===== src/prime_frequency_lister_top_macros.svh =====
// ----------------------------------------------------------------------------
// prime_frequency_lister_top_macros.svh
// Assertion macros used by the prime lister controller.
// ----------------------------------------------------------------------------
`ifndef PRIME_FREQUENCY_LISTER_TOP_MACROS_SVH
`define PRIME_FREQUENCY_LISTER_TOP_MACROS_SVH
`ifndef SYNTH
`define PFL_ASSERT(lbl, clk, rst, prop, msg) \
   lbl: assert property (@(posedge clk) disable iff (rst) prop) else $error(msg);
`define PFL_ASSERT_ALWAYS(lbl, clk, prop, msg) \
   lbl: assert property (@(posedge clk) prop) else $error(msg);
`else
`define PFL_ASSERT(lbl, clk, rst, prop, msg)
`define PFL_ASSERT_ALWAYS(lbl, clk, prop, msg)
`endif
`endif


===== src/pfl_pkg.sv =====
// ----------------------------------------------------------------------------
// pfl_pkg
// Shared widths, state codes and controller/datapath interface structs.
// ----------------------------------------------------------------------------
`default_nettype none
package pfl_pkg;
   localparam int DATA_W        = 32;
   localparam int PRIME_W       = 31;
   localparam int CNT_W         = 7;
   localparam int D_W           = 16;
   localparam int SQ_W          = 2 * D_W;
   localparam int STEP_W        = 5;
   localparam int MAX_ITEMS_DEF = 64;

   typedef enum logic [11:0] {
      ST_LOAD  = 12'b0000_0000_0001,
      ST_TRD   = 12'b0000_0000_0010,
      ST_TLD   = 12'b0000_0000_0100,
      ST_TSQ   = 12'b0000_0000_1000,
      ST_TCMP  = 12'b0000_0001_0000,
      ST_TDIV  = 12'b0000_0010_0000,
      ST_TREM  = 12'b0000_0100_0000,
      ST_TNXT  = 12'b0000_1000_0000,
      ST_SRD   = 12'b0001_0000_0000,
      ST_SCAN  = 12'b0010_0000_0000,
      ST_SDONE = 12'b0100_0000_0000,
      ST_EMIT  = 12'b1000_0000_0000
   } state_type;

   typedef struct packed {
      logic load_en;
      logic idx_clr;
      logic idx_inc;
      logic n_load;
      logic sq_calc;
      logic div_start;
      logic d_inc;
      logic flag_wr;
      logic flag_val;
      logic scan_en;
      logic promote;
      logic out_load;
      logic run_clr;
   } cmd_type;

   typedef struct packed {
      logic n_small;
      logic sq_gt;
      logic div_done;
      logic rem_zero;
      logic idx_last;
      logic pend_vld;
      logic cand_vld;
      logic out_last;
   } sts_type;
endpackage
`default_nettype wire


===== src/prime_frequency_lister_top.sv =====
// Operation: items are loaded first; after the final item each stored entry
//   is tested by trial division, each divisor needing a square, a compare
//   and a 31-step pass of the remainder unit.
// Results: each distinct prime needs one scan over the stored entries, reading then comparing each.
// Throughput: one item per cycle while loading; one run at a time.
// Reset: synchronous, active high; clears the item count, overflow and valid bits, and the sequencer.
// ----------------------------------------------------------------------------
// prime_frequency_lister_top
// Lists the distinct primes of a loaded list in ascending order with counts.
// ----------------------------------------------------------------------------
`default_nettype none
module prime_frequency_lister_top #(
   parameter int MAX_ITEMS = pfl_pkg::MAX_ITEMS_DEF
) (
   input  wire logic                              clock,
   input  wire logic                              reset,
   input  wire logic                              req_valid,
   output logic                                   req_stall,
   input  wire logic signed [pfl_pkg::DATA_W-1:0] req_value,
   input  wire logic                              req_last_item,
   output logic                                   rsp_valid,
   input  wire logic                              rsp_stall,
   output logic [pfl_pkg::PRIME_W-1:0]            rsp_prime,
   output logic [pfl_pkg::CNT_W-1:0]              rsp_occurrences,
   output logic                                   rsp_found,
   output logic                                   rsp_overflowed,
   output logic                                   rsp_last_result
);
   pfl_pkg::cmd_type cmd;
   pfl_pkg::sts_type sts;

   // Sequencer: one item a cycle while loading, then test and scan passes.
   pfl_ctrl u_ctrl (
      .clock         (clock),
      .reset         (reset),
      .req_valid     (req_valid),
      .req_last_item (req_last_item),
      .req_stall     (req_stall),
      .rsp_valid     (rsp_valid),
      .rsp_stall     (rsp_stall),
      .cmd           (cmd),
      .sts           (sts)
   );

   // Store, prime flags, remainder unit, scan for the next larger prime,
   // and the result register that holds an item while stalled.
   pfl_dp #(
      .MAX_ITEMS (MAX_ITEMS)
   ) u_dp (
      .clock           (clock),
      .reset           (reset),
      .cmd             (cmd),
      .sts             (sts),
      .in_value        (req_value),
      .out_prime       (rsp_prime),
      .out_occurrences (rsp_occurrences),
      .out_found       (rsp_found),
      .out_overflowed  (rsp_overflowed),
      .out_last        (rsp_last_result)
   );
endmodule
`default_nettype wire


===== src/pfl_div.sv =====
// ----------------------------------------------------------------------------
// pfl_div
// Restoring remainder unit, one dividend bit per cycle.
// ----------------------------------------------------------------------------
`default_nettype none
module pfl_div (
   input  wire logic                        clock,
   input  wire logic                        reset,
   input  wire logic                        start,
   input  wire logic [pfl_pkg::PRIME_W-1:0] dividend,
   input  wire logic [pfl_pkg::D_W-1:0]     divisor,
   output logic                             done,
   output logic [pfl_pkg::D_W-1:0]          remainder
);
   logic [pfl_pkg::PRIME_W-1:0] shift_ff, shift_in;
   logic [pfl_pkg::D_W-1:0]     rem_ff, rem_in;
   logic [pfl_pkg::STEP_W-1:0]  step_ff, step_in;
   logic                        busy_ff, busy_in;
   logic                        done_ff, done_in;
   logic [pfl_pkg::D_W:0]       trial;

   always_comb begin
      trial    = {rem_ff, shift_ff[pfl_pkg::PRIME_W-1]};
      shift_in = shift_ff;
      rem_in   = rem_ff;
      step_in  = step_ff;
      busy_in  = busy_ff;
      done_in  = 1'b0;
      if (start) begin
         shift_in = dividend;
         rem_in   = '0;
         step_in  = '0;
         busy_in  = 1'b1;
      end else if (busy_ff) begin
         shift_in = shift_ff << 1;
         if (trial >= {1'b0, divisor}) begin
            rem_in = pfl_pkg::D_W'(trial - {1'b0, divisor});
         end else begin
            rem_in = trial[pfl_pkg::D_W-1:0];
         end
         step_in = step_ff + 1'b1;
         if (step_ff == pfl_pkg::STEP_W'(pfl_pkg::PRIME_W - 1)) begin
            busy_in = 1'b0;
            done_in = 1'b1;
         end
      end
   end

   always_ff @(posedge clock) begin
      shift_ff <= shift_in;
      rem_ff   <= rem_in;
      step_ff  <= step_in;
      if (reset) begin
         busy_ff <= 1'b0;
         done_ff <= 1'b0;
      end else begin
         busy_ff <= busy_in;
         done_ff <= done_in;
      end
   end

   assign done      = done_ff;
   assign remainder = rem_ff;
endmodule
`default_nettype wire


===== src/pfl_dp.sv =====
// ----------------------------------------------------------------------------
// pfl_dp
// Value store, primality test, ascending scan and result registers.
// ----------------------------------------------------------------------------
`default_nettype none
module pfl_dp #(
   parameter int MAX_ITEMS = pfl_pkg::MAX_ITEMS_DEF
) (
   input  wire logic                        clock,
   input  wire logic                        reset,
   input  wire pfl_pkg::cmd_type            cmd,
   output pfl_pkg::sts_type                 sts,
   input  wire logic signed [pfl_pkg::DATA_W-1:0] in_value,
   output logic [pfl_pkg::PRIME_W-1:0]      out_prime,
   output logic [pfl_pkg::CNT_W-1:0]        out_occurrences,
   output logic                             out_found,
   output logic                             out_overflowed,
   output logic                             out_last
);
   localparam int IDX_W = (MAX_ITEMS > 1) ? $clog2(MAX_ITEMS) : 1;

   logic [pfl_pkg::DATA_W-1:0]  mem [MAX_ITEMS];
   logic [pfl_pkg::DATA_W-1:0]  rdata_ff;
   logic [MAX_ITEMS-1:0]        flag_ff;
   logic [pfl_pkg::CNT_W-1:0]   count_ff, count_in;
   logic                        drop_ff, drop_in;
   logic [IDX_W-1:0]            idx_ff, idx_in;
   logic [pfl_pkg::PRIME_W-1:0] n_ff;
   logic [pfl_pkg::D_W-1:0]     d_ff;
   logic [pfl_pkg::SQ_W-1:0]    sq_ff;
   logic [pfl_pkg::PRIME_W-1:0] cand_ff, pend_ff, prev_ff;
   logic [pfl_pkg::CNT_W-1:0]   cand_cnt_ff, pend_cnt_ff;
   logic                        cand_vld_ff, pend_vld_ff, has_prev_ff;
   logic                        can_store;
   logic [pfl_pkg::PRIME_W-1:0] v;
   logic                        v_ok;
   logic                        div_done;
   logic [pfl_pkg::D_W-1:0]     rem;

   assign can_store = count_ff < pfl_pkg::CNT_W'(MAX_ITEMS);
   assign v         = rdata_ff[pfl_pkg::PRIME_W-1:0];
   assign v_ok      = flag_ff[idx_ff] && (!has_prev_ff || v > prev_ff);

   always_comb begin
      count_in = count_ff;
      drop_in  = drop_ff;
      if (cmd.run_clr) begin
         count_in = '0;
         drop_in  = 1'b0;
      end else if (cmd.load_en) begin
         if (can_store) count_in = count_ff + 1'b1;
         else           drop_in  = 1'b1;
      end
      idx_in = idx_ff;
      if (cmd.idx_clr)      idx_in = '0;
      else if (cmd.idx_inc) idx_in = idx_ff + 1'b1;
   end

   always_ff @(posedge clock) begin
      if (cmd.load_en && can_store) mem[count_ff[IDX_W-1:0]] <= in_value;
      rdata_ff <= mem[idx_ff];
   end

   // test, scan and result datapath
   always_ff @(posedge clock) begin
      if (cmd.n_load) begin
         n_ff <= rdata_ff[pfl_pkg::PRIME_W-1:0];
         d_ff <= pfl_pkg::D_W'(2);
      end else if (cmd.d_inc) begin
         d_ff <= d_ff + 1'b1;
      end
      if (cmd.sq_calc) sq_ff <= d_ff * d_ff;
      if (cmd.flag_wr) flag_ff[idx_ff] <= cmd.flag_val;
      if (cmd.out_load) begin
         out_prime       <= pend_vld_ff ? pend_ff : '0;
         out_occurrences <= pend_vld_ff ? pend_cnt_ff : '0;
         out_found       <= pend_vld_ff;
         out_overflowed  <= drop_ff;
         out_last        <= !cand_vld_ff;
      end
      if (cmd.promote) begin
         pend_ff     <= cand_ff;
         pend_cnt_ff <= cand_cnt_ff;
         prev_ff     <= cand_ff;
      end
      if (cmd.scan_en && v_ok) begin
         if (!cand_vld_ff || v < cand_ff) begin
            cand_ff     <= v;
            cand_cnt_ff <= pfl_pkg::CNT_W'(1);
         end else if (v == cand_ff) begin
            cand_cnt_ff <= cand_cnt_ff + 1'b1;
         end
      end
   end

   always_ff @(posedge clock) begin
      if (reset) begin
         count_ff    <= '0;
         drop_ff     <= 1'b0;
         idx_ff      <= '0;
         cand_vld_ff <= 1'b0;
         pend_vld_ff <= 1'b0;
         has_prev_ff <= 1'b0;
      end else begin
         count_ff <= count_in;
         drop_ff  <= drop_in;
         idx_ff   <= idx_in;
         if (cmd.run_clr) begin
            cand_vld_ff <= 1'b0;
            pend_vld_ff <= 1'b0;
            has_prev_ff <= 1'b0;
         end else if (cmd.promote) begin
            cand_vld_ff <= 1'b0;
            pend_vld_ff <= 1'b1;
            has_prev_ff <= 1'b1;
         end else if (cmd.scan_en && v_ok) begin
            cand_vld_ff <= 1'b1;
         end
      end
   end

   pfl_div u_div (
      .clock     (clock),
      .reset     (reset),
      .start     (cmd.div_start),
      .dividend  (n_ff),
      .divisor   (d_ff),
      .done      (div_done),
      .remainder (rem)
   );

   always_comb begin
      sts.n_small  = $signed(rdata_ff) < $signed(pfl_pkg::DATA_W'(2));
      sts.sq_gt    = sq_ff > {1'b0, n_ff};
      sts.div_done = div_done;
      sts.rem_zero = rem == '0;
      sts.idx_last = pfl_pkg::CNT_W'(idx_ff) + 1'b1 == count_ff;
      sts.pend_vld = pend_vld_ff;
      sts.cand_vld = cand_vld_ff;
      sts.out_last = out_last;
   end
endmodule
`default_nettype wire


===== src/pfl_ctrl.sv =====
// ----------------------------------------------------------------------------
// pfl_ctrl
// Sequencer: load, trial-division test per entry, ascending scans, emit.
// ----------------------------------------------------------------------------
`default_nettype none
`include "prime_frequency_lister_top_macros.svh"
module pfl_ctrl (
   input  wire logic             clock,
   input  wire logic             reset,
   input  wire logic             req_valid,
   input  wire logic             req_last_item,
   output logic                  req_stall,
   output logic                  rsp_valid,
   input  wire logic             rsp_stall,
   output pfl_pkg::cmd_type      cmd,
   input  wire pfl_pkg::sts_type sts
);
   pfl_pkg::state_type state_ff, state_in;

   always_comb begin
      state_in = state_ff;
      cmd      = '0;
      case (state_ff)
         pfl_pkg::ST_LOAD: begin
            if (req_valid) begin
               cmd.load_en = 1'b1;
               if (req_last_item) begin
                  cmd.idx_clr = 1'b1;
                  state_in    = pfl_pkg::ST_TRD;
               end
            end
         end
         pfl_pkg::ST_TRD: state_in = pfl_pkg::ST_TLD;
         pfl_pkg::ST_TLD: begin
            cmd.n_load = 1'b1;
            if (sts.n_small) begin
               cmd.flag_wr = 1'b1;
               state_in    = pfl_pkg::ST_TNXT;
            end else begin
               state_in = pfl_pkg::ST_TSQ;
            end
         end
         pfl_pkg::ST_TSQ: begin
            cmd.sq_calc = 1'b1;
            state_in    = pfl_pkg::ST_TCMP;
         end
         pfl_pkg::ST_TCMP: begin
            if (sts.sq_gt) begin
               cmd.flag_wr  = 1'b1;
               cmd.flag_val = 1'b1;
               state_in     = pfl_pkg::ST_TNXT;
            end else begin
               cmd.div_start = 1'b1;
               state_in      = pfl_pkg::ST_TDIV;
            end
         end
         pfl_pkg::ST_TDIV: begin
            if (sts.div_done) state_in = pfl_pkg::ST_TREM;
         end
         pfl_pkg::ST_TREM: begin
            if (sts.rem_zero) begin
               cmd.flag_wr = 1'b1;
               state_in    = pfl_pkg::ST_TNXT;
            end else begin
               cmd.d_inc = 1'b1;
               state_in  = pfl_pkg::ST_TSQ;
            end
         end
         pfl_pkg::ST_TNXT: begin
            if (sts.idx_last) begin
               cmd.idx_clr = 1'b1;
               state_in    = pfl_pkg::ST_SRD;
            end else begin
               cmd.idx_inc = 1'b1;
               state_in    = pfl_pkg::ST_TRD;
            end
         end
         pfl_pkg::ST_SRD: state_in = pfl_pkg::ST_SCAN;
         pfl_pkg::ST_SCAN: begin
            cmd.scan_en = 1'b1;
            if (sts.idx_last) begin
               state_in = pfl_pkg::ST_SDONE;
            end else begin
               cmd.idx_inc = 1'b1;
               state_in    = pfl_pkg::ST_SRD;
            end
         end
         pfl_pkg::ST_SDONE: begin
            if (sts.pend_vld || !sts.cand_vld) begin
               cmd.out_load = 1'b1;
               state_in     = pfl_pkg::ST_EMIT;
            end else begin
               cmd.promote = 1'b1;
               cmd.idx_clr = 1'b1;
               state_in    = pfl_pkg::ST_SRD;
            end
         end
         pfl_pkg::ST_EMIT: begin
            if (!rsp_stall) begin
               if (sts.out_last) begin
                  cmd.run_clr = 1'b1;
                  state_in    = pfl_pkg::ST_LOAD;
               end else begin
                  cmd.promote = 1'b1;
                  cmd.idx_clr = 1'b1;
                  state_in    = pfl_pkg::ST_SRD;
               end
            end
         end
         default: state_in = pfl_pkg::ST_LOAD;
      endcase
   end

   always_ff @(posedge clock) begin
      if (reset) state_ff <= pfl_pkg::ST_LOAD;
      else       state_ff <= state_in;
   end

   assign req_stall = state_ff != pfl_pkg::ST_LOAD;
   assign rsp_valid = state_ff == pfl_pkg::ST_EMIT;

   `PFL_ASSERT(a_cmp_to_div, clock, reset,
      (state_ff == pfl_pkg::ST_TCMP && !sts.sq_gt) |=> state_ff == pfl_pkg::ST_TDIV,
      "divisor below root did not start a division")
   `PFL_ASSERT(a_last_starts, clock, reset,
      (req_valid && !req_stall && req_last_item) |=> state_ff == pfl_pkg::ST_TRD,
      "final item did not start the test pass")
   `PFL_ASSERT(a_final_done, clock, reset,
      (rsp_valid && !rsp_stall && sts.out_last) |=> state_ff == pfl_pkg::ST_LOAD,
      "run did not end after the final item left")
endmodule
`default_nettype wire

===== config.mk =====
export PLATFORM = sky130hd
export DESIGN_NAME = prime_frequency_lister_top
export DESIGN_NICKNAME = d
export VERILOG_FILES = /design/src/pfl_pkg.sv /design/src/prime_frequency_lister_top.sv /design/src/pfl_div.sv /design/src/pfl_dp.sv /design/src/pfl_ctrl.sv
export VERILOG_INCLUDE_DIRS = /design/src /design/src/src
export SDC_FILE = /design/constraint.sdc
export NUM_CORES = 2
export LEC_CHECK = 0
export BUFFER_PORTS_ARGS = -buffer_cell sky130_fd_sc_hd__buf_2
export CAP_MARGIN = 20
export CELL_PAD_IN_SITES_DETAIL_PLACEMENT = 1
export CELL_PAD_IN_SITES_GLOBAL_PLACEMENT = 1
export CORE_ASPECT_RATIO = 1.1
export CORE_MARGIN = 2
export CORE_UTILIZATION = 54
export CTS_CLUSTER_DIAMETER = 120
export DETAILED_ROUTE_END_ITERATION = 10
export HOLD_SLACK_MARGIN = 0.08
export PLACE_DENSITY_LB_ADDON = 0.1
export REMOVE_ABC_BUFFERS = 1
export SLEW_MARGIN = 20
export SYNTH_ARGS = -nofsm -noshare
export SYNTH_HDL_FRONTEND = slang
export SYNTH_SLANG_ARGS = --single-unit
export TNS_END_PERCENT = 10

===== constraint.sdc =====
create_clock -name clock -period 8.6 [get_ports clock]
set_clock_uncertainty 0.2 [all_clocks]
set_input_delay 0.86 -clock clock [delete_from_list [all_inputs] [get_ports clock]]
set_output_delay 0.86 -clock clock [all_outputs]
set_load 0.01 [all_outputs]

======== After elaboration in Yosys (flattened, before gate mapping) ========
Memories as Yosys holds them, arrays and structs flattened. A register that Yosys moved wholly into a read port is not among the register bits.
Index checks and enable logic that the tools add are counted.
word-level totals
  flip-flop bits (word level) ............. 342
  bits in latches ......................... 0
  memory bits (writable) .................. 2,048
  memory bits (read-only) ................. 0
  input bits .............................. 37
  memories kept ........................... 1
  output and inout bits ................... 43
memories
  name      words  width  read ports  clocked after memory_dff  write ports  line          text
  u_dp.mem  64     32     1           1                         1            pfl_dp.sv:22  logic [pfl_pkg::DATA_W-1:0] mem [MAX_ITEMS];
cells by class
  bitwise operators ....................... 2
  $lt $le $gt $ge ......................... 8
  reductions and logical operators ........ 22
  shifts and indexed selects .............. 0
  equality and inequality tests ........... 20
  muxes and demuxes ....................... 55
  divide/modulo/power cells ............... 0
  add/subtract/negate cells ............... 7
  multiply operators ...................... 1
operators by type and width
  kind                                                  number
  case mux 12 bit (12 select lines)                     1
  bitwise mux 64 bit                                    1
  two-way mux 31 bit                                    2
  two-way mux 12 bit                                    5
  greater-than comparator 32 x 31 -> 1 bit              1
  < comparator 32 x 3 -> 1 bit (second input constant)  1
  multiplier 16 x 16 -> 32 bit                          1
  == test 31 bit                                        1
  greater-than comparator 31 bit                        1
  < comparator 31 bit                                   1
  two-way mux 1 bit                                     31
  two-way mux 8 bit                                     3
  two-way mux 9 bit                                     2
  greater-or-equal comparator 17 x 16 -> 1 bit          1
  adder 16 x 1 -> 16 bit (second input constant)        1
  logical NOT 16 bit                                    1
  two-way mux 16 bit                                    1
  subtractor 16 bit                                     1
  adder 7 x 1 -> 7 bit (second input constant)          2
  == test 12 x 1 -> 1 bit (second input constant)       1
  == test 12 x 10 -> 1 bit (second input constant)      1
  == test 12 x 11 -> 1 bit (second input constant)      1
  == test 12 bit (second input constant)                1
  == test 12 x 2 -> 1 bit (second input constant)       1
  other kinds (35)                                      52

======== Logic depth before layout (Yosys ltp) ========
  depth in word-level cells ............... 6
  mapped depth ............................ 25
  mapped depth without buffers ............ 23

======== Modules after synthesis ========
A second synthesis with hierarchy kept.
unflattened totals
  cell total of the unflattened synthesis .. 6,048
  area total of the unflattened synthesis .. 97,756.3 µm²
by module, submodules not included
  module    cells an instance  instances  area each (µm²)
  pfl_dp    5,664              1          93,787.4
  pfl_div   293                1          3,125.5
  pfl_ctrl  91                 1          843.3

======== Worst setup path after synthesis ========
No wires, ideal clock.
  kind .................................... reg2reg
  start point ............................. register u_dp.d_ff[9] (netlist name)
  end point ............................... register u_dp.sq_ff[29] (netlist name) (data pin)
  path buffers ............................ 2
  arrival time ............................ 6,210 ps
  cell stages (with the launch flop) ...... 26
  path slack .............................. 1,928 ps
  cells stage by stage .................... dfxtp_1 > clkbuf_1 > inv_1 > clkbuf_1 > nor2_1 > fa_1 > inv_1 > fa_1 > inv_1 > fa_1 > inv_1 > fa_1 > inv_1 > fa_1 > inv_1 > fa_1 > inv_1 > ha_1 > a21o_1 > a221oi_4 > o2bb2ai_2 > o41ai_4 > o21ai_2 > and3_4 > o41ai_2 > xnor2_1
on the way
  word-level cells in the longest chain between the ends .. 1
ends and longest elaborated chain
  item                          line          text
  start, declared               pfl_dp.sv:29  logic [pfl_pkg::D_W-1:0] d_ff;
  start signal, assigned        pfl_dp.sv:68  d_ff <= pfl_pkg::D_W'(2);
  start signal, assigned        pfl_dp.sv:70  d_ff <= d_ff + 1'b1;
  multiplier 16 x 16 -> 32 bit  pfl_dp.sv:72  if (cmd.sq_calc) sq_ff <= d_ff * d_ff;
  end signal, assigned          pfl_dp.sv:72
  end, declared                 pfl_dp.sv:30  logic [pfl_pkg::SQ_W-1:0] sq_ff;
No other way between the ends.
A chain may end at the register's enable or synchronous reset.

======== Worst setup path after layout ========
  start point ............................. register u_dp.d_ff[10] (netlist name)
  end point ............................... register u_dp.sq_ff[28] (netlist name) (data pin)
The elaborated chain is that of the path after synthesis.

==> results by group <==
Die
  – Die X-Extent: ~410 um
  – I/O pins: 80
  – Die height: 451.1 um
  – Initial core utilization: 54.22%
  – Floorplan Core Area: ~180000 um^2
  – Total Die Area: 185100 um^2
  – Rows: 164

Yosys
  – Top FF cell, synth: edfxtp_1
  – Largest area contributor in the netlist: edfxtp_1
  – Synth top area share: 71.06%
  – Syn Area/Cell: ~16 um^2
  – Post-Syn Instances: approximately 6100
  – Yosys reg bits: 2421
  – Distinct cell type count of the synthesized netlist: 94
  – Number of enable flip-flop cells after synthesis: 2322
  – Async SR Flop Fraction: 0%
  – Synth Warn #: 0
  – Top cells by area, synth: edfxtp_1 71%, a22oi_1 5.1%, fa_1 3.3%
  – Post-synthesis sequential area ratio: 73.08%
  – Mapped Area: 98120 um^2

Place
  – Pre-CTS setup slack: 1193 ps
  – Gpl congestion: 0.8415
  – Detail Placement HPWL: 180.5 mm
  – IO buf count: 79

Global route
  – GRT Total Usage: 33.87%
  – Gr ovfl total: 0
  – First-pass GRT wire length: 446.1 mm
  – Antenna violations before repair: 14
  – Largest net degree at the start of global routing: 97
  – Vias in the first global route: roughly 62000

Critical path
  – CP dominant cell by count: fa_1
  – Data arrival time of the worst path: 7870 ps
  – Slowest cell on crit path: dfxtp_1
  – CP required: between 9000 and 10000 ps
  – Worst-path cell chain: clkinv_1, nor2_1, inv_1, fa_1, fa_1, inv_1, fa_1, fa_1, fa_1, inv_1, fa_1, inv_1, ha_1, and4_1, nand2_1, nor4b_1, o21ai_1, a21boi_1, a211o_1, a2111oi_0, or3b_1
  – Critical Path Start Type: flop
  – Worst setup EP type: flop
  – Largest stage delay on the critical path: 580 ps
  – Setup CP Type: flop to flop
  – CP Max Fanout: 11

Clock tree
  – Root buffer cell: clkbuf_16
  – Max Root-Sink Buffers: 3
  – Total CTS buffers: between 200 and 250
  – TritonCTS clock tree: yes
  – Clock sinks: 2421
  – Worst-Skew Late Latency: approximately 900 ps
  – # H-tree levels: 4
  – Clock slew at the register clock pins of the worst setup and hold paths: 60 ps

STA
  – Final Hold Fails: 0
  – Final Setup Violations: 0
  – Final worst setup slack: 1157 ps
  – Hold WS: 143.7 ps
  – Slew Limit Fails: 0
  – Tcrit/Tclk final: 86.54%
  – RSZ-0062 raised after global routing: false
  – Fmax: 0.1344 GHz
  – Rel. slew slack: 20.68%
  – Actual slew at the worst max-slew pin: 1180 ps
  – Setup TNS: 0 ps
  – Fin crit period: 7443 ps

Drt
  – Drt wl/cell: 35.66 um
  – Number of routed nets with antenna violations: 0
  – Vias/cell: just under 7
  – WL final: 314.8 mm
  – Drt pass-1 iters: 6
  – # DRC: 0
  – Via count: 59930
  – DRT iter0 DRCs: about 7600

Min path
  – HP Class: input pin to flop

Cells and area
  – Most frequent cells in the layout: 2322 x edfxtp_1, 665 x a22oi_1, 347 x inv_1
  – Layout cells sized above 1: 11.55%
  – Most common cell after layout, fill and taps aside: edfxtp_1
  – Nets: 6627
  – Synth-to-Final Area Change: 11.91%
  – Post-layout util: 60.68%

Power
  – Leak: 36.64 nW
  – Proportion of power drawn by combinational gates: 42.8%
  – Clock share of power: 23.9%
  – PwrDens: 391.1 nW/um^2
  – Sequential share of power: 33.3%
  – Internal power: 0.02802 W
  – NetSw: 0.01493 W
  – Switching part of the total power: 34.76%
  – Maximum vdd drop: around 0.0025 V

Flow run
  – Number of max-cap violations: 0

Status
  – Status: completed
## cell usage after synthesis, types with 87 or more instances
library cell / number
a221oi_1: 150
buf_2: 91
nor3_1: 91
fa_1: 164
nand4_1: 87
nand2_1: 156
a22o_1: 148
edfxtp_1: 2322
nor2_1: 276
a22oi_1: 665
a31oi_1: 136
dfxtp_1: 99
ha_1: 213
inv_1: 347
clkbuf_1: 161
a21oi_1: 135
## worst paths after layout
path	from	endpoint	slack, ps	cells past startpoint
worst max-delay path	u_dp.d_ff[10]$_SDFFE_PN0P_	u_dp.sq_ff[28]$_DFFE_PP_	1160	21
worst min-delay path	reset	u_ctrl.state_ff[7]$_SDFFE_PP0P_	140	2
worst max register to register	u_dp.d_ff[10]$_SDFFE_PN0P_	u_dp.sq_ff[28]$_DFFE_PP_	1160	21
worst min register to register	u_dp.drop_ff$_SDFFE_PP0P_	u_dp.out_overflowed$_DFFE_PP_	230	0
## state kept, by name, indices dropped and copies added (netlist names), 5 cells and up
name,cells
u_dp.u_div.step_ff,5
u_dp.pend_ff,31
u_dp.count_ff,7
u_ctrl.state_ff,12
u_dp.mem,2048
u_dp.cand_cnt_ff,7
u_dp.idx_ff,6
u_dp.out_occurrences,7
u_dp.cand_ff,31
u_dp.out_prime,31
u_dp.u_div.shift_ff,31
u_dp.flag_ff,64
u_dp.d_ff,16
u_dp.n_ff,31
u_dp.sq_ff,31
u_dp.pend_cnt_ff,7
u_dp.u_div.remainder,16
u_dp.rdata_ff,32
## repair_timing
| item | CTS | global route |
|---|---|---|
| setup buffers | 0 | 0 |
| resized for setup | 0 | 0 |
| hold endpoints to repair | 2 | 0 |
| hold buffers | 2 | 0 |
## per-stage QoR
step	instance area [um^2]	total power, W	std cells
4_1_cts	109700	0.04328	8814
3_5_place_dp	102100	0.03308	8382
5_1_grt	109800	0.04569	8817
3_3_place_gp	102100	0.03264	8380
6_report	109800	0.04295	8826
2_1_floorplan	96710	0.02850	5739
## layer usage
layer  vias to the layer above  track usage [%]  share of wire [%]
li1                      24370                -                  -
met4                         8            16.88                5.5
met2                      3438            54.31                 48
met5                         -                0              0.017
met1                     31370            44.85                 38
met3                       745            5.987                9.4
## power groups by stage
stage	sequential, W	clock [W]	combinational, W
3_3_place_gp	0.0145	0	0.0181
5_1_grt	0.0143	0.0107	0.0207
3_5_place_dp	0.0145	0	0.0185
6_report	0.0143	0.0103	0.0184
4_1_cts	0.0143	0.0103	0.0187
2_1_floorplan	0.0145	0	0.0140
## critical path, delay by kind of cell, from the launching register on
| kind | cells | cell delay [ps] |
|---|---|---|
| fa+ha+maj | 7 | 3320 |
| simple gates | 5 | 1580 |
| buf+inv | 5 | 800 |
| compound gates | 4 | 740 |
| flops | 1 | 580 |
## area by class of cell
class / count / area [um^2]
Sequential cell: 2421 / 71720
Fill cell: 16140 / 71170
Multi-Input combinational cell: 2962 / 24260
Clock buffer: 308 / 6349
Tap cell: 2407 / 3012
Timing Repair Buffer: 240 / 1884
Inverter: 356 / 1336
Clock inverter: 122 / 1235
Antenna cell: 10 / 25.02
## logic make-up (layout without fill, tap and decap cells)
| family | count (synthesis) | in the layout | share of synthesized area, % |
|---|---|---|---|
| other cells | 0 | 10 | 0 |
| fa+ha+maj | 377 | 377 | 6.062 |
| xor+xnor | 89 | 89 | 0.7944 |
| flops | 2421 | 2421 | 73.08 |
| buf+inv | 689 | 1026 | 2.805 |
| simple gates | 875 | 875 | 4.415 |
| compound gates | 1516 | 1516 | 11.58 |
| mux | 105 | 105 | 1.266 |
No activity file was read; power rests on OpenSTA's default activity.
